$ cat config.mk
export PLATFORM = sky130hd
export DESIGN_NAME = utf8_script_vote
export DESIGN_NICKNAME = d
export VERILOG_FILES = /design/src/usv_pkg.sv /design/src/usv_decode.sv /design/src/usv_div.sv /design/src/utf8_script_vote.sv
export SDC_FILE = /design/constraint.sdc
export NUM_CORES = 1
export LEC_CHECK = 0
export ABC_AREA = 1
export BUFFER_PORTS_ARGS = -buffer_cell sky130_fd_sc_hd__buf_2
export CAP_MARGIN = 10
export CORE_MARGIN = 1.5
export CORE_UTILIZATION = 50
export DETAILED_ROUTE_END_ITERATION = 6
export GPL_ROUTABILITY_DRIVEN = 0
export PLACE_DENSITY_LB_ADDON = 0.12
export SYNTH_ARGS = -nofsm -noshare
export SYNTH_HDL_FRONTEND = slang
export SYNTH_SLANG_ARGS = --single-unit
$ cat constraint.sdc
create_clock -name clk -period 5.2 [get_ports clk]
set_input_delay 1.56 -clock clk [delete_from_list [all_inputs] [get_ports clk]]
set_output_delay 1.56 -clock clk [all_outputs]
set_load 0.01 [all_outputs]
$ cat src/usv_pkg.sv
`default_nettype none

package usv_pkg;

    localparam int USV_COUNT_BITS = 16;
    localparam int CP_BITS        = 21;
    localparam int CLS_NUM        = 6;
    localparam int PERMILLE_BITS  = 10;
    localparam int PERMILLE_SCALE = 1000;

    typedef enum logic [2:0] {
        CLS_UNKNOWN = 3'd0,
        CLS_ZH      = 3'd1,
        CLS_EN      = 3'd2,
        CLS_JA      = 3'd3,
        CLS_KO      = 3'd4,
        CLS_OTHER   = 3'd5
    } cls_t;

    // up to two code points finish on one byte
    typedef struct packed {
        logic valid0;
        cls_t cls0;
        logic wide0;
        logic valid1;
        cls_t cls1;
        logic wide1;
    } usv_tally_t;

    function automatic cls_t classify(input logic [CP_BITS-1:0] cp);
        cls_t c;
        c = CLS_UNKNOWN;
        if ((cp >= 21'h4E00 && cp <= 21'h9FFF) || (cp >= 21'h3400 && cp <= 21'h4DBF))
            c = CLS_ZH;
        else if ((cp >= 21'h3040 && cp <= 21'h30FF) || (cp >= 21'hFF66 && cp <= 21'hFF9D))
            c = CLS_JA;
        else if ((cp >= 21'hAC00 && cp <= 21'hD7AF) || (cp >= 21'h1100 && cp <= 21'h11FF))
            c = CLS_KO;
        else if ((cp >= 21'h41 && cp <= 21'h5A) || (cp >= 21'h61 && cp <= 21'h7A)
                 || (cp >= 21'hC0 && cp <= 21'h24F))
            c = CLS_EN;
        else if ((cp >= 21'h370 && cp <= 21'h4FF) || (cp >= 21'h590 && cp <= 21'h6FF)
                 || (cp >= 21'h900 && cp <= 21'h97F)
                 || (cp >= 21'h1F300 && cp <= 21'h1FAFF))
            c = CLS_OTHER;
        return c;
    endfunction

endpackage

`default_nettype wire

$ cat src/usv_decode.sv
`default_nettype none

module usv_decode
    import usv_pkg::*;
(
    input  wire logic [7:0]         text_byte,
    input  wire logic               end_of_text,
    input  wire logic [CP_BITS-1:0] partial,
    input  wire logic [1:0]         pending,
    output usv_tally_t              tally,
    output logic [CP_BITS-1:0]      partial_next,
    output logic [1:0]              pending_next
);

    logic [CP_BITS-1:0] cp0;
    logic [CP_BITS-1:0] cp1;
    logic               has0;
    logic               has1;
    logic               do_start;
    logic [CP_BITS-1:0] shifted;

    assign shifted = {partial[CP_BITS-7:0], text_byte[5:0]};

    always_comb
    begin
        cp0          = '0;
        cp1          = '0;
        has0         = 1'b0;
        has1         = 1'b0;
        do_start     = 1'b0;
        partial_next = '0;
        pending_next = 2'd0;

        if (pending != 2'd0 && text_byte[7:6] == 2'b10)
        begin
            pending_next = pending - 2'd1;
            partial_next = shifted;
            if (pending_next == 2'd0)
            begin
                cp0          = shifted;
                has0         = 1'b1;
                partial_next = '0;
            end
        end
        else
        begin
            if (pending != 2'd0)
            begin
                cp0  = partial;
                has0 = 1'b1;
            end
            do_start = 1'b1;
        end

        if (do_start)
        begin
            if (text_byte[7] == 1'b0)
            begin
                cp1  = {{(CP_BITS-8){1'b0}}, text_byte};
                has1 = 1'b1;
            end
            else if (text_byte[7:5] == 3'b110)
            begin
                partial_next = {{(CP_BITS-5){1'b0}}, text_byte[4:0]};
                pending_next = 2'd1;
            end
            else if (text_byte[7:4] == 4'b1110)
            begin
                partial_next = {{(CP_BITS-4){1'b0}}, text_byte[3:0]};
                pending_next = 2'd2;
            end
            else if (text_byte[7:3] == 5'b11110)
            begin
                partial_next = {{(CP_BITS-3){1'b0}}, text_byte[2:0]};
                pending_next = 2'd3;
            end
        end

        // unfinished sequence at end of text
        if (end_of_text)
        begin
            if (pending_next != 2'd0)
            begin
                cp1  = partial_next;
                has1 = 1'b1;
            end
            partial_next = '0;
            pending_next = 2'd0;
        end
    end

    always_comb
    begin
        tally.valid0 = has0 && (cp0 != '0);
        tally.cls0   = classify(cp0);
        tally.wide0  = (cp0 > 21'h7F);
        tally.valid1 = has1 && (cp1 != '0);
        tally.cls1   = classify(cp1);
        tally.wide1  = (cp1 > 21'h7F);
    end

endmodule

`default_nettype wire

$ cat src/usv_div.sv
`default_nettype none

module usv_div
    import usv_pkg::*;
#(
    parameter int DW = USV_COUNT_BITS + PERMILLE_BITS,
    parameter int VW = USV_COUNT_BITS
)
(
    input  wire logic          clk,
    input  wire logic          rst_n,
    input  wire logic          start,
    input  wire logic [DW-1:0] dividend,
    input  wire logic [VW-1:0] divisor,
    output logic               done,
    output logic [DW-1:0]      quotient
);

    localparam int CW = $clog2(DW + 1);

    logic          busy_reg;
    logic          done_reg;
    logic [CW-1:0] cnt_reg;
    logic [VW-1:0] rem_reg;
    logic [DW-1:0] quo_reg;
    logic [VW-1:0] dvs_reg;
    logic [VW:0]   trial;
    logic [VW:0]   diff;
    logic          ge;

    assign trial = {rem_reg, quo_reg[DW-1]};
    assign ge    = (trial >= {1'b0, dvs_reg});
    assign diff  = trial - {1'b0, dvs_reg};

    always_ff @(posedge clk or negedge rst_n)
    begin
        if (!rst_n)
        begin
            busy_reg <= 1'b0;
            done_reg <= 1'b0;
            cnt_reg  <= '0;
        end
        else
        begin
            done_reg <= 1'b0;
            if (start)
            begin
                busy_reg <= 1'b1;
                cnt_reg  <= CW'(DW);
            end
            else if (busy_reg)
            begin
                cnt_reg <= cnt_reg - CW'(1);
                if (cnt_reg == CW'(1))
                begin
                    busy_reg <= 1'b0;
                    done_reg <= 1'b1;
                end
            end
        end
    end

    // restoring division, one quotient bit per cycle
    always_ff @(posedge clk)
    begin
        if (start)
        begin
            rem_reg <= '0;
            quo_reg <= dividend;
            dvs_reg <= divisor;
        end
        else if (busy_reg)
        begin
            rem_reg <= ge ? diff[VW-1:0] : trial[VW-1:0];
            quo_reg <= {quo_reg[DW-2:0], ge};
        end
    end

    assign done     = done_reg;
    assign quotient = quo_reg;

endmodule

`default_nettype wire

$ cat src/utf8_script_vote.sv
`default_nettype none

// UTF-8 script vote. Bytes of text enter one per handshake on text_*; the byte
// flagged end_of_text closes the text and then one item leaves on vote_*: the
// winning script, the zh share of non-ASCII code points in permille and a flag
// for any zh seen. All counts then restart for the next text. Every byte is
// first accepted and decoded, then goes through two slots in which the single
// saturating count incrementer adds the code points that the byte finished. The
// end of text adds a winner search through one shared comparator, bit-serial
// division for the permille (skipped when no non-ASCII code point was seen) and
// a step to load the result. text_stall is low only while the sequencer is
// idle; a finished result waits in the output register while the next text
// streams in. Counters stop at 2^COUNT_BITS - 1.
module utf8_script_vote
    import usv_pkg::*;
#(
    parameter int COUNT_BITS = USV_COUNT_BITS
)
(
    input  wire logic       clk,
    input  wire logic       rst_n,
    input  wire logic       text_valid,
    output logic            text_stall,
    input  wire logic [7:0] text_byte,
    input  wire logic       end_of_text,
    output logic            vote_valid,
    input  wire logic       vote_stall,
    output logic [2:0]      script,
    output logic [9:0]      zh_permille,
    output logic            any_zh
);

    localparam int DW = COUNT_BITS + PERMILLE_BITS;

    typedef enum logic [2:0] {
        ST_IDLE,
        ST_TALLY0,
        ST_TALLY1,
        ST_ARGMAX,
        ST_DIVIDE,
        ST_RESULT
    } state_t;

    state_t                 state_reg;
    logic [CP_BITS-1:0]     partial_reg;
    logic [1:0]             pending_reg;
    usv_tally_t             tally_reg;
    logic                   last_reg;
    logic [COUNT_BITS-1:0]  counts_reg [CLS_NUM];
    logic [COUNT_BITS-1:0]  wide_reg;
    cls_t                   arg_idx_reg;
    cls_t                   best_cls_reg;
    logic [COUNT_BITS-1:0]  best_cnt_reg;
    logic [PERMILLE_BITS-1:0] permille_reg;
    logic                   vote_valid_reg;
    logic [2:0]             script_reg;
    logic [PERMILLE_BITS-1:0] zh_permille_reg;
    logic                   any_zh_reg;

    usv_tally_t             tally_next;
    logic [CP_BITS-1:0]     partial_next;
    logic [1:0]             pending_next;
    logic                   accept;
    logic                   slot_valid;
    cls_t                   slot_cls;
    logic                   slot_wide;
    cls_t                   rd_idx;
    logic [COUNT_BITS-1:0]  rd_cnt;
    logic [COUNT_BITS-1:0]  inc_cnt;
    logic                   take;
    logic                   div_start;
    logic                   div_done;
    logic [DW-1:0]          quotient;
    logic [DW-1:0]          dividend;
    logic                   out_free;

    usv_decode u_decode (
        .text_byte    (text_byte),
        .end_of_text  (end_of_text),
        .partial      (partial_reg),
        .pending      (pending_reg),
        .tally        (tally_next),
        .partial_next (partial_next),
        .pending_next (pending_next)
    );

    assign accept     = text_valid && (state_reg == ST_IDLE);
    assign text_stall = (state_reg != ST_IDLE);
    assign out_free   = !vote_valid_reg || !vote_stall;

    always_comb
    begin
        slot_valid = 1'b0;
        slot_cls   = tally_reg.cls0;
        slot_wide  = tally_reg.wide0;
        if (state_reg == ST_TALLY0)
        begin
            slot_valid = tally_reg.valid0;
        end
        else if (state_reg == ST_TALLY1)
        begin
            slot_valid = tally_reg.valid1;
            slot_cls   = tally_reg.cls1;
            slot_wide  = tally_reg.wide1;
        end
    end

    // one read port serves both the incrementer and the winner search
    assign rd_idx  = (state_reg == ST_ARGMAX) ? arg_idx_reg : slot_cls;
    assign rd_cnt  = counts_reg[rd_idx];
    assign inc_cnt = (rd_cnt == '1) ? rd_cnt : rd_cnt + COUNT_BITS'(1);
    assign take    = (arg_idx_reg == CLS_UNKNOWN) || (rd_cnt > best_cnt_reg);

    assign dividend  = DW'(counts_reg[CLS_ZH]) * DW'(PERMILLE_SCALE);
    assign div_start = (state_reg == ST_ARGMAX) && (arg_idx_reg == CLS_OTHER)
                       && (wide_reg != '0);

    usv_div #(
        .DW (DW),
        .VW (COUNT_BITS)
    ) u_div (
        .clk      (clk),
        .rst_n    (rst_n),
        .start    (div_start),
        .dividend (dividend),
        .divisor  (wide_reg),
        .done     (div_done),
        .quotient (quotient)
    );

    always_ff @(posedge clk or negedge rst_n)
    begin
        if (!rst_n)
        begin
            state_reg      <= ST_IDLE;
            partial_reg    <= '0;
            pending_reg    <= 2'd0;
            last_reg       <= 1'b0;
            tally_reg      <= '0;
            for (int i = 0; i < CLS_NUM; i++)
            begin
                counts_reg[i] <= '0;
            end
            wide_reg       <= '0;
            arg_idx_reg    <= CLS_UNKNOWN;
            best_cls_reg   <= CLS_UNKNOWN;
            best_cnt_reg   <= '0;
            permille_reg   <= '0;
            vote_valid_reg <= 1'b0;
            script_reg     <= '0;
            zh_permille_reg <= '0;
            any_zh_reg     <= 1'b0;
        end
        else
        begin
            if (vote_valid_reg && !vote_stall && state_reg != ST_RESULT)
            begin
                vote_valid_reg <= 1'b0;
            end

            case (state_reg)
                ST_IDLE:
                begin
                    if (accept)
                    begin
                        partial_reg <= partial_next;
                        pending_reg <= pending_next;
                        tally_reg   <= tally_next;
                        last_reg    <= end_of_text;
                        state_reg   <= ST_TALLY0;
                    end
                end
                ST_TALLY0, ST_TALLY1:
                begin
                    if (slot_valid)
                    begin
                        counts_reg[slot_cls] <= inc_cnt;
                        if (slot_wide && wide_reg != '1)
                        begin
                            wide_reg <= wide_reg + COUNT_BITS'(1);
                        end
                    end
                    if (state_reg == ST_TALLY0)
                    begin
                        state_reg <= ST_TALLY1;
                    end
                    else if (last_reg)
                    begin
                        arg_idx_reg <= CLS_UNKNOWN;
                        state_reg   <= ST_ARGMAX;
                    end
                    else
                    begin
                        state_reg <= ST_IDLE;
                    end
                end
                ST_ARGMAX:
                begin
                    if (take)
                    begin
                        best_cls_reg <= arg_idx_reg;
                        best_cnt_reg <= rd_cnt;
                    end
                    if (arg_idx_reg == CLS_OTHER)
                    begin
                        permille_reg <= '0;
                        state_reg    <= (wide_reg != '0) ? ST_DIVIDE : ST_RESULT;
                    end
                    else
                    begin
                        arg_idx_reg <= cls_t'(arg_idx_reg + 3'd1);
                    end
                end
                ST_DIVIDE:
                begin
                    if (div_done)
                    begin
                        if (quotient > DW'(PERMILLE_SCALE))
                            permille_reg <= PERMILLE_BITS'(PERMILLE_SCALE);
                        else
                            permille_reg <= quotient[PERMILLE_BITS-1:0];
                        state_reg <= ST_RESULT;
                    end
                end
                ST_RESULT:
                begin
                    if (out_free)
                    begin
                        vote_valid_reg  <= 1'b1;
                        script_reg      <= best_cls_reg;
                        zh_permille_reg <= permille_reg;
                        any_zh_reg      <= (counts_reg[CLS_ZH] != '0);
                        for (int i = 0; i < CLS_NUM; i++)
                        begin
                            counts_reg[i] <= '0;
                        end
                        wide_reg  <= '0;
                        state_reg <= ST_IDLE;
                    end
                end
                default:
                begin
                    state_reg <= ST_IDLE;
                end
            endcase
        end
    end

    assign vote_valid  = vote_valid_reg;
    assign script      = script_reg;
    assign zh_permille = zh_permille_reg;
    assign any_zh      = any_zh_reg;

`ifndef SYNTHESIS
    a_div_done_in_divide: assert property (@(posedge clk) disable iff (!rst_n)
        div_done |-> state_reg == ST_DIVIDE)
        else $error("divider finished outside divide state");

    a_permille_range: assert property (@(posedge clk) disable iff (!rst_n)
        vote_valid |-> zh_permille <= 10'd1000)
        else $error("permille above 1000");

    a_no_zh_no_share: assert property (@(posedge clk) disable iff (!rst_n)
        (vote_valid && !any_zh) |-> zh_permille == 10'd0)
        else $error("zh share without zh code points");

    a_partial_idle: assert property (@(posedge clk) disable iff (!rst_n)
        pending_reg == 2'd0 |-> partial_reg == '0)
        else $error("partial code point left without pending bytes");
`endif

endmodule

`default_nettype wire
# Yosys cells after proc, flatten, opt, wreduce, memory -nomap -nowiden

Cells that the tools add are included.

Register bits: 261
Input port bits: 13
Logic and storage cells: 293
Output and inout port bits: 16

$mul: 1
Bitwise logic cells: 2
Order comparisons: 60
Reductions and logical operators: 79
Add/subtract/negate cells: 6
Equal/unequal tests: 23
Multiplexer cells: 90

Operators by type and width:

| operator             | number |
|---|---|
| $mux 21              | 14 |
| $mux 96              | 2 |
| $pmux 96 s2          | 1 |
| $mux 16              | 8 |
| $le 21x16->1 const B | 6 |
| $bwmux 96            | 1 |
| $ge 21x14->1 const B | 4 |
| $ge 21x16->1 const B | 4 |
| $ge 21x7->1 const B  | 4 |
| $le 21x11->1 const B | 4 |
| $le 21x7->1 const B  | 4 |
| $mux 3               | 20 |
| $mux 26              | 2 |
| $bmux 16 s3          | 1 |
| $demux 16 s3         | 1 |
| $ge 21x10->1 const B | 2 |
| $ge 21x11->1 const B | 2 |
| $ge 21x12->1 const B | 2 |
| $ge 21x13->1 const B | 2 |
| $ge 21x15->1 const B | 2 |
| $ge 21x17->1 const B | 2 |
| $ge 21x8->1 const B  | 2 |
| $gt 21x7->1 const B  | 2 |
| $le 21x10->1 const B | 2 |
| other kinds (51)     | 167 |

# Depth between registers and ports, before layout

Gate-level depths: netlist (run 1).

Word-level depth: 21
Gate-level depth with buffers: 27
Depth with buffers taken out: 24

# Hierarchy

From an unflattened synthesis (run 1), not the netlist that was laid out.

Cells, all modules: 2,656
Area, all modules: 19,696.4 um2

By module, submodules not included:

| module           | cells an instance | area an instance (um2) | sequential area each (um2) | instances |
|---|---|---|---|---|
| utf8_script_vote | 1,588             | 13,003.7               | 4,904.7                    | 1 |
| usv_div          | 481               | 3,897.5                | 1,756.7                    | 1 |
| usv_decode       | 587               | 2,795.2                | 0.0                        | 1 |

# Worst setup path before layout (run 1)

OpenSTA, ideal clock, no wires.

Kind: flip-flop to flip-flop
Start: register counts_reg[66] in the netlist's numbering
End: register u_div.quo_reg[23], in the netlist u_div.quotient[23], data pin
Cell stages (with the launch flop): 18
Arrival time: 4.117 ns
Period minus slack after synthesis: 4.381 ns
Library setup time: 0.264 ns
Slack: 0.819 ns
Path buffers: 0
Data required time: 4.936 ns
Path through: dfrtp_1 fa_1 inv_1 fa_1 fa_1 inv_1 fa_1 ha_1 nand2_1 nor2_1 a21oi_1 o21a_1 inv_1 a21o_1 a21boi_0 o21ai_0 o21ai_0 o21ai_0

Cells in the longest elaborated chain, start to end: 2

Ends and longest elaborated chain:

| what                            | line                    | text |
|---|---|---|
| start, declared                 | utf8_script_vote.sv:49  | `logic [COUNT_BITS-1:0] counts_reg [CLS_NUM];` |
| start signal, assigned by index | utf8_script_vote.sv:177 | `counts_reg[slot_cls] <= inc_cnt;` |
| $mul 16x7->23                   | utf8_script_vote.sv:114 | `assign dividend = DW'(counts_reg[CLS_ZH]) * DW'(PERMILLE_SCALE);` |
| $mux 26                         | usv_div.sv:66           | `if (start)` |
| end signal, assigned            | usv_div.sv:69           | `quo_reg <= dividend;` |
| end signal, assigned            | usv_div.sv:75           | `quo_reg <= {quo_reg[DW-2:0], ge};` |
| end, declared                   | usv_div.sv:25           | `logic [DW-1:0] quo_reg;` |

Every way passes these cells.
A chain may end at the register's enable or synchronous reset.

# Worst setup path after layout (run 1)

Ends and elaborated chain as after synthesis.

==> results of run 1 <==
==> power by group <==
part / switching (mW) / leakage (nW) / total, mW / internal (mW)
combinational: 0.172 / 7.20 / 0.226 / 0.0541
clock: 0.880 / 0.484 / 2.15 / 1.27
sequential: 0.0000000000000000155 / 2.62 / 2.07 / 2.07
total: 1.05 / 10.3 / 4.44 / 3.39
==> layout by cell type, fill, tap and decap left out, drive strengths merged, types with 4 or more instances in the layout <==
master	n
a21boi	6
a21oi	81
a22o	4
a31oi	8
a32o	4
buf	61
clkbuf	42
clkinv	12
dfrtp	203
dfxtp	19
edfxtp	39
fa	55
ha	103
inv	328
nand2	813
nand3	137
nand4	57
nor2	216
nor3	51
nor4	16
o2111ai	4
o211ai	20
o21a	6
o21ai	172
o22ai	36
o31ai	13
or2	11
xnor2	17
xor2	23
==> cells by family (layout without fill, tap and decap cells) <==
| family | count (synthesis) | in the layout |
|---|---|---|
| flip-flops | 261 | 261 |
| multiplexers | 1 | 1 |
| XOR/XNOR | 40 | 40 |
| AO/OA/AOI/OAI | 373 | 373 |
| buffers and inverters | 390 | 449 |
| AND/OR/NAND/NOR | 1307 | 1307 |
| adder cells (fa/ha/maj) | 158 | 158 |
==> repair_timing <==
item | in CTS | in global routing
setup endpoints to repair | 0 | 2
resized for setup | 0 | 1
setup buffers | 0 | 0
==> final timing paths <==
path,from,endpoint,slack [ns],cells after the start
max,counts_reg[66]$_DFFE_PN0P_,u_div.quotient[23]$_DFFE_PP_,0.46,17
min,best_cls_reg[2]$_DFFE_PN0P_,script[2]$_DFFE_PN0P_,0.47,2
max reg2reg,counts_reg[66]$_DFFE_PN0P_,u_div.quotient[23]$_DFFE_PP_,0.46,17
min reg2reg,best_cls_reg[2]$_DFFE_PN0P_,script[2]$_DFFE_PN0P_,0.47,2
max in group asynchronous,rst_n,counts_reg[81]$_DFFE_PN0P_,3.17,2
min in group asynchronous,rst_n,pending_reg[0]$_DFFE_PN0P_,1.04,1
==> through the flow <==
step	cells	area (um2)	hold WS [ns]	util, %	power [mW]
global placement	3002	19400	0.454	52.9	2.32
global route	3057	20400	0.492	55.7	4.60
detailed placement	3002	19400	0.459	52.9	2.33
floorplan	2530	18700	0.423	-	2.23
finish	3057	20400	0.471	55.7	4.44
CTS	3057	20400	0.476	55.7	4.49
==> metal layers <==
| layer | GRT usage (%) | vias up | part of all wire, % | wire [um] |
|---|---|---|---|---|
| li1 | - | 8326 | - | - |
| met1 | 35.6 | 7835 | 48 | 22900 |
| met2 | 40.9 | 483 | 44 | 21000 |
| met3 | 2.87 | 83 | 5.3 | 2530 |
| met4 | 7.21 | 0 | 2.6 | 1230 |
| met5 | 0 | - | 0 | 0 |
==> cell type report <==
type,count,share of cell area [%]
Timing Repair Buffer,62,2.04
Multi-Input combinational cell,1879,51.6
Clock buffer,41,4.08
Tap cell,468,2.87
Inverter,332,6.11
Sequential cell,261,32.5
Clock inverter,14,0.809
==> critical path, stage by stage (launching register included) <==
cell,delay [ns]
dfrtp_1,0.57
fa_1,0.51
fa_1,0.57
fa_1,0.44
fa_1,0.47
ha_1,0.37
nand2_1,0.08
nand2_1,0.07
nand2_1,0.06
nand2_1,0.06
a21oi_1,0.20
o21a_1,0.14
inv_1,0.06
a21o_1,0.18
a21boi_0,0.28
o21ai_0,0.15
o21ai_0,0.14
o21ai_0,0.10
==> run summary, run 1 <==
status: finished, final reports clean
max-slew violations: 0
clock buffer depth: 3
max reg flops: 96
Setup CP Type: flop to flop
routed wire length: 47.6 mm
Rows: 70
post-synth top area share: 27.1%
largest net degree at the start of global routing: 90
Synth async-reset ratio: 77.8%
Synth area leader: dfrtp_1
compound-cell area share of the yosys netlist: 12.0%
post-DR vias/cell: 5.47
Initial DRT Pass Iterations: 5
worst vdd rail ir drop: 0.284 mV
Final nets: 2737
Final min period: 4.74 ns
HP Class: flop to flop
htree depth: 1
CP Max Fanout: 8
Adder-Cell Fraction of Synth Area: 12.8%
worst skew pair latency: 0.57 ns
Final TNS setup: 0 ns
WL per Instance: 15.6 um
Worst Tran Pin Value: 1.14 ns
Filler cells: 3450
worst relative slew slack: 23.5%
antenna-violating nets left: 0
syn_nets: 2701
synthesized area per cell: 7.40 um2
RSZ-0062 raised after global routing: false
total congestion overflow: 0
width of the die: 196 um
antenna violations before repair: 0
pre-CTS worst setup slack: 0.407 ns
top cells by count, synth: nand2_1 (785), inv_1 (320), nor2_1 (206)
Critical Path End Type: flop
largest family of logic cells by synthesized area: simple AND/OR/NAND/NOR gates
CTS tree: done
CTS Hold Bufs: 0
Area Growth Syn to Fin: 9.12%
clk root buf: clkbuf_16
post-synthesis mux area share: 0.0602%
CP Data Required Time: 5.48 ns
share of layout cells above drive strength 1: 6.99%
synth warn: 0
Post-synth EDFFs: 39
vias: 16727
ranking of synthesized cells by area: dfrtp_1 (27%), nand2_1 (16%), ha_1 (6.9%)
Synth Cell Area: 18700 um2
initial drt markers: 1251
die area: 38600 um2
startpoint types: flop
count leader, synth: nand2_1
Max Freq: 211 MHz
post-synthesis sequential area ratio: 35.4%
Post-Syn Instances: 2530
number of buffers created by CTS: 30
Global Route Usage Sum: 25.2%
crit path DAT: 5.02 ns
diodes inserted: 0
post-detail-place hpwl: 35.1 mm
clk_skew: 0.0142 ns
post-synthesis xor/xnor area fraction: 1.87%
Initial Util: 51.0%
first-pass GRT wire length: 80.3 mm
Synth cell types: 62
Final Hold Viols: 0
Synth Flop Type: dfrtp_1
P_leak: 10.3 nW
max_cap viols: 0
clock sink total: 261
core area: 36700 um2
Final WS setup: 0.457 ns
drt drc: 0
PortBufs: 28
I/O pin count: 29
crit share post-route: 91.2%
pwr/cell area: 218 nW/um2
multi-input gate area in the final layout: 10500 um2
Sequential cell area: 6630 um2
post-synthesis register bit count: 261
Final setup viols: 0
Synth Area in Simple Gates: 29.6%
clock-pin slew on the worst setup and hold paths: 0.06 ns
die height: 196 um
vias in the first global route: 16207
(Power assumes the default switching activity.)
==> inputs of run 2 (changes only) <==
==> constraint.sdc (replaced) <==
create_clock -name clk -period 5.2 [get_ports clk]
set_input_delay 1.04 -clock clk [delete_from_list [all_inputs] [get_ports clk]]
set_output_delay 1.04 -clock clk [all_outputs]
set_load 0.01 [all_outputs]
==> run summary, run 2 (same netlist as run 1, synthesis figures left out) <==
max-slew violations: 0
antenna violations before repair: 0
Worst path slowest cell: fa_1
reg2reg setup slack: 0.46 ns
diodes inserted: 0
share of layout cells above drive strength 1: 6.44%
total congestion overflow: 0
Rows: 70
width of the die: 196 um
clock sink total: 261
Placed Area: 19300 um2
vias: 16639
Worst path top cell family by delay: adder cells
max reg flops: 96
die area: 38600 um2
die height: 196 um
vias in the first global route: 16233
initial drt markers: 1156
WL per Instance: 15.5 um
Hold EP: u_div.dvs_reg[15]$_DFFE_PP_
Final WS setup: 0.459 ns
commonest non-fill, non-tap cell in the layout: nand2_1
drt drc: 0
Final nets: 2723
Setup CP Type: flop to flop
CP Data Required Time: 5.49 ns
Critical Path End Type: flop
post-DR vias/cell: 5.46
worst vdd rail ir drop: 0.238 mV
worst relative slew slack: 23.8%
routed wire length: 47.3 mm
pre-CTS worst setup slack: 0.383 ns
post-detail-place hpwl: 34.7 mm
Crit Reg-Reg Endpoint: u_div.quotient[24]$_DFFE_PP_
worst reg2reg path depth: 18
clock-pin slew on the worst setup and hold paths: 0.06 ns
HP Class: flop to flop
startpoint types: flop
RSZ-0062 raised after global routing: false
max_cap viols: 0
PortBufs: 28
Final Non-Filler Cells: 3045
Initial Util: 51.0%
crit path DAT: 5.03 ns
I/O pin count: 29
pwr/cell area: 215 nW/um2
crit path cell chain: fa_1 -> inv_1 -> fa_1 -> fa_1 -> inv_1 -> fa_1 -> ha_1 -> a21oi_1 -> o21ai_0 -> a21oi_1 -> o21ai_1 -> nand3_1 -> nand2_1 -> a21oi_1 -> o21ai_0 -> a21oi_1 -> o21ai_0 -> o21ai_0
CTS tree: done
Area Growth Syn to Fin: 8.44%
Final Hold Viols: 0
clock buffer depth: 3
clk root buf: clkbuf_16
htree depth: 1
first-pass GRT wire length: 79.8 mm
Final setup viols: 0
CP max stage delay: 0.56 ns
P_leak: 10.2 nW
Initial DRT Pass Iterations: 6
Buf/Inv on CP: 2
hold path depth: 0
CP Max Fanout: 8
Worst Hold Launch: wide_reg[15]$_DFFE_PN0P_
final instance area: 20300 um2
Max Freq: 211 MHz
clk_skew: 0.0209 ns
Final TNS setup: 0 ns
largest net degree at the start of global routing: 127
leading cell types in the layout, fill and taps excluded: nand2_1 (785), inv_1 (320), nor2_1 (206)
crit share post-route: 91.2%
R2R Path Start: counts_reg[66]$_DFFE_PN0P_
placed cells: 2987
core area: 36700 um2
number of buffers created by CTS: 31
antenna-violating nets left: 0
Final min period: 4.74 ns
status: finished, final reports clean
Global Route Usage Sum: 25.0%
Worst Tran Pin Value: 1.14 ns
worst skew pair latency: 0.58 ns
==> run 2: cell count changes in the layout (fill, tap and decap cells not counted) <==
cell / change
clkbuf_1: +3
clkinvlp_4: -2
clkinv_2: -1
inv_6: +1
inv_4: -1
bufinv_16: -3
clkinv_8: -1
clkbuf_8: +7
buf_4: -15
==> run 2: repair_timing <==
item                       CTS  global route
hold buffers                 0             0
setup buffers                0             0
hold endpoints to repair     0             0
setup endpoints to repair    0             2
resized for setup            0             1
==> run 2: through the flow <==
step / hold slack, ns / utilization, % / power [mW]
2_1_floorplan: 0.423 / - / 2.23
3_3_place_gp: 0.454 / 52.6 / 2.32
3_5_place_dp: 0.454 / 52.6 / 2.32
4_1_cts: 0.471 / 55.3 / 4.42
5_1_grt: 0.494 / 55.3 / 4.52
6_report: 0.468 / 55.3 / 4.37
==> run 2: how the worst max path moves through the flow <==
stage | from | to | cells past startpoint
2_1_floorplan | counts_reg[66]$_DFFE_PN0P_ | u_div.quotient[23]$_DFFE_PP_ | 17
3_3_place_gp | counts_reg[66]$_DFFE_PN0P_ | u_div.quotient[24]$_DFFE_PP_ | 18
3_5_place_dp | counts_reg[66]$_DFFE_PN0P_ | u_div.quotient[24]$_DFFE_PP_ | 18
4_1_cts | counts_reg[66]$_DFFE_PN0P_ | u_div.quotient[24]$_DFFE_PP_ | 18
5_1_grt | counts_reg[67]$_DFFE_PN0P_ | u_div.quotient[23]$_DFFE_PP_ | 17
6_report | counts_reg[66]$_DFFE_PN0P_ | u_div.quotient[24]$_DFFE_PP_ | 18
==> run 2: final cells by class <==
| cell class | instances | area (um2) |
|---|---|---|
| fillers | 3490 | 16400 |
| multi-input cells | 1879 | 10500 |
| flip-flops and latches | 261 | 6630 |
| inverters | 332 | 1250 |
| clock buffers | 51 | 941 |
| well taps | 468 | 586 |
| repair buffers | 47 | 304 |
| clock inverters | 7 | 41.3 |
==> run 2: per-layer routing <==
layer	up-vias	track usage (%)	share of wire, %
met4	0	7.83	3.0
met1	7761	35.1	48
li1	8316	-	-
met2	452	40.7	44
met3	110	2.91	4.7
met5	-	0	0
==> run 2: worst register-to-register path, stage by stage, from the launching register on <==
cell and delay (ns):
dfrtp_1 0.51, fa_1 0.56, inv_1 0.06, fa_1 0.47
fa_1 0.51, inv_1 0.05, fa_1 0.45, ha_1 0.37
a21oi_1 0.11, o21ai_0 0.19, a21oi_1 0.10, o21ai_1 0.30
nand3_1 0.13, nand2_1 0.12, a21oi_1 0.07, o21ai_0 0.19
a21oi_1 0.09, o21ai_0 0.09, o21ai_0 0.09
==> run 2: where the power goes <==
part	switching [mW]	leakage, nW	internal, mW	total (mW)
Combinational	0.172	7.13	0.0515	0.224
Sequential	0.0000000000000000163	2.62	2.07	2.07
Clock	0.856	0.484	1.22	2.08
==> inputs of run 3 (changes only) <==
--- a/config.mk
+++ b/config.mk
@@ -8,7 +8,7 @@
 export ABC_AREA = 1
 export BUFFER_PORTS_ARGS = -buffer_cell sky130_fd_sc_hd__buf_2
 export CAP_MARGIN = 10
-export CORE_MARGIN = 1.5
+export CORE_MARGIN = 2
 export CORE_UTILIZATION = 50
 export DETAILED_ROUTE_END_ITERATION = 6
 export GPL_ROUTABILITY_DRIVEN = 0
==> run summary, run 3 (same netlist as run 1, synthesis figures left out) <==
status: finished, final reports clean
max-slew violations: 0
clock buffer depth: 3
post-DR vias/cell: 5.51
routed wire length: 48.0 mm
Final TNS setup: 0 ns
Final Hold Viols: 0
number of buffers created by CTS: 31
htree depth: 1
Setup CP Type: flop to flop
leading cell types in the layout, fill and taps excluded: nand2_1 (785), inv_1 (320), nor2_1 (206)
CP Max Fanout: 8
antenna violations before repair: 0
I/O pin count: 29
CP Data Required Time: 5.50 ns
diodes inserted: 0
worst relative slew slack: 35.5%
HP Class: flop to flop
crit path DAT: 5.09 ns
core area: 36700 um2
vias in the first global route: 16538
P_leak: 10.3 nW
die height: 197 um
Final min period: 4.78 ns
clock-pin slew on the worst setup and hold paths: 0.06 ns
largest net degree at the start of global routing: 91
drt drc: 0
total congestion overflow: 0
clock sink total: 261
clk root buf: clkbuf_16
clk_skew: 0.0127 ns
Max Freq: 209 MHz
Worst Tran Pin Value: 0.965 ns
Initial DRT Pass Iterations: 6
max_cap viols: 0
Hold WS: 0.473 ns
Area Growth Syn to Fin: 9.24%
Final nets: 2730
worst vdd rail ir drop: 0.239 mV
commonest non-fill, non-tap cell in the layout: nand2_1
CTS tree: done
Critical Path End Type: flop
PortBufs: 28
Rows: 70
die area: 39000 um2
WL per Instance: 15.7 um
antenna-violating nets left: 0
share of layout cells above drive strength 1: 6.85%
post-detail-place hpwl: 35.2 mm
crit share post-route: 92.0%
initial drt markers: 1213
RSZ-0062 raised after global routing: false
vias: 16816
Global Route Usage Sum: 25.4%
pwr/cell area: 224 nW/um2
first-pass GRT wire length: 81.6 mm
startpoint types: flop
Final setup viols: 0
width of the die: 197 um
Initial Util: 51.0%
max reg flops: 96
worst skew pair latency: 0.58 ns
==> run 3: changes by cell type in the layout (fill, tap and decap cells not counted), moves of 2 or more <==
cell,previous run,this run
buf_4,18,24
clkbuf_1,11,8
clkinvlp_4,1,3
clkbuf_8,10,5
bufinv_16,0,4
==> run 3: repair_timing <==
item,4_1_cts,5_1_grt
resized for setup,0,2
setup buffers,0,0
hold buffers,0,0
setup endpoints to repair,0,3
==> run 3: final cells by class <==
class / instances / area [um2]
clock buffers: 44 / 886
clock inverters: 14 / 189
fillers: 3485 / 16300
inverters: 332 / 1250
multi-input cells: 1879 / 10500
flip-flops and latches: 261 / 6630
well taps: 468 / 586
repair buffers: 54 / 360
==> run 3: path summary, 6_finish.rpt <==
| kind | start | to | slack [ns] | cells past startpoint |
|---|---|---|---|---|
| max reg2reg | counts_reg[66]$_DFFE_PN0P_ | u_div.quotient[23]$_DFFE_PP_ | 0.42 | 18 |
| max | counts_reg[66]$_DFFE_PN0P_ | u_div.quotient[23]$_DFFE_PP_ | 0.42 | 18 |
| min reg2reg | best_cls_reg[0]$_DFFE_PN0P_ | script[0]$_DFFE_PN0P_ | 0.47 | 2 |
| max in group asynchronous | rst_n | counts_reg[67]$_DFFE_PN0P_ | 3.59 | 2 |
| min in group asynchronous | rst_n | pending_reg[1]$_DFFE_PN0P_ | 0.55 | 1 |
| min | best_cls_reg[0]$_DFFE_PN0P_ | script[0]$_DFFE_PN0P_ | 0.47 | 2 |
==> run 3: through the flow <==
stage               utilization, %  std cells  area (um2)  worst slack, ns  power [mW]
finish                        55.7       3052       20400            0.415        4.58
global route                  55.7       3052       20400          0.00699        4.72
CTS                           55.7       3051       20400            0.337        4.62
detailed placement            52.8       2993       19400            0.344        2.32
global placement              52.8       2993       19400            0.468        2.32
floorplan                        -       2530       18700            0.819        2.23
==> run 3: critical path, cell delays in order, from the launching register on <==
cell,delay [ns]
dfrtp_1,0.51
fa_1,0.57
inv_1,0.07
fa_1,0.49
fa_1,0.51
inv_1,0.05
fa_1,0.45
ha_1,0.39
nand2_1,0.10
nor2_1,0.18
a21oi_1,0.12
o21a_1,0.18
inv_1,0.09
a21o_1,0.16
a21boi_0,0.13
o21ai_0,0.23
a21oi_1,0.09
o21ai_0,0.10
o21ai_0,0.10
==> run 3: report_power, final <==
part           internal [mW]         switching [mW]
Sequential              2.07  0.0000000000000000155
Combinational         0.0526                  0.171
Clock                   1.38                  0.905
Total                   3.50                   1.08
==> run 3: per-layer routing <==
metal	track usage [%]	share of wire, %
met4	6.82	2.1
met3	2.30	4.7
met2	42.3	46
met5	0	0
met1	35.5	47
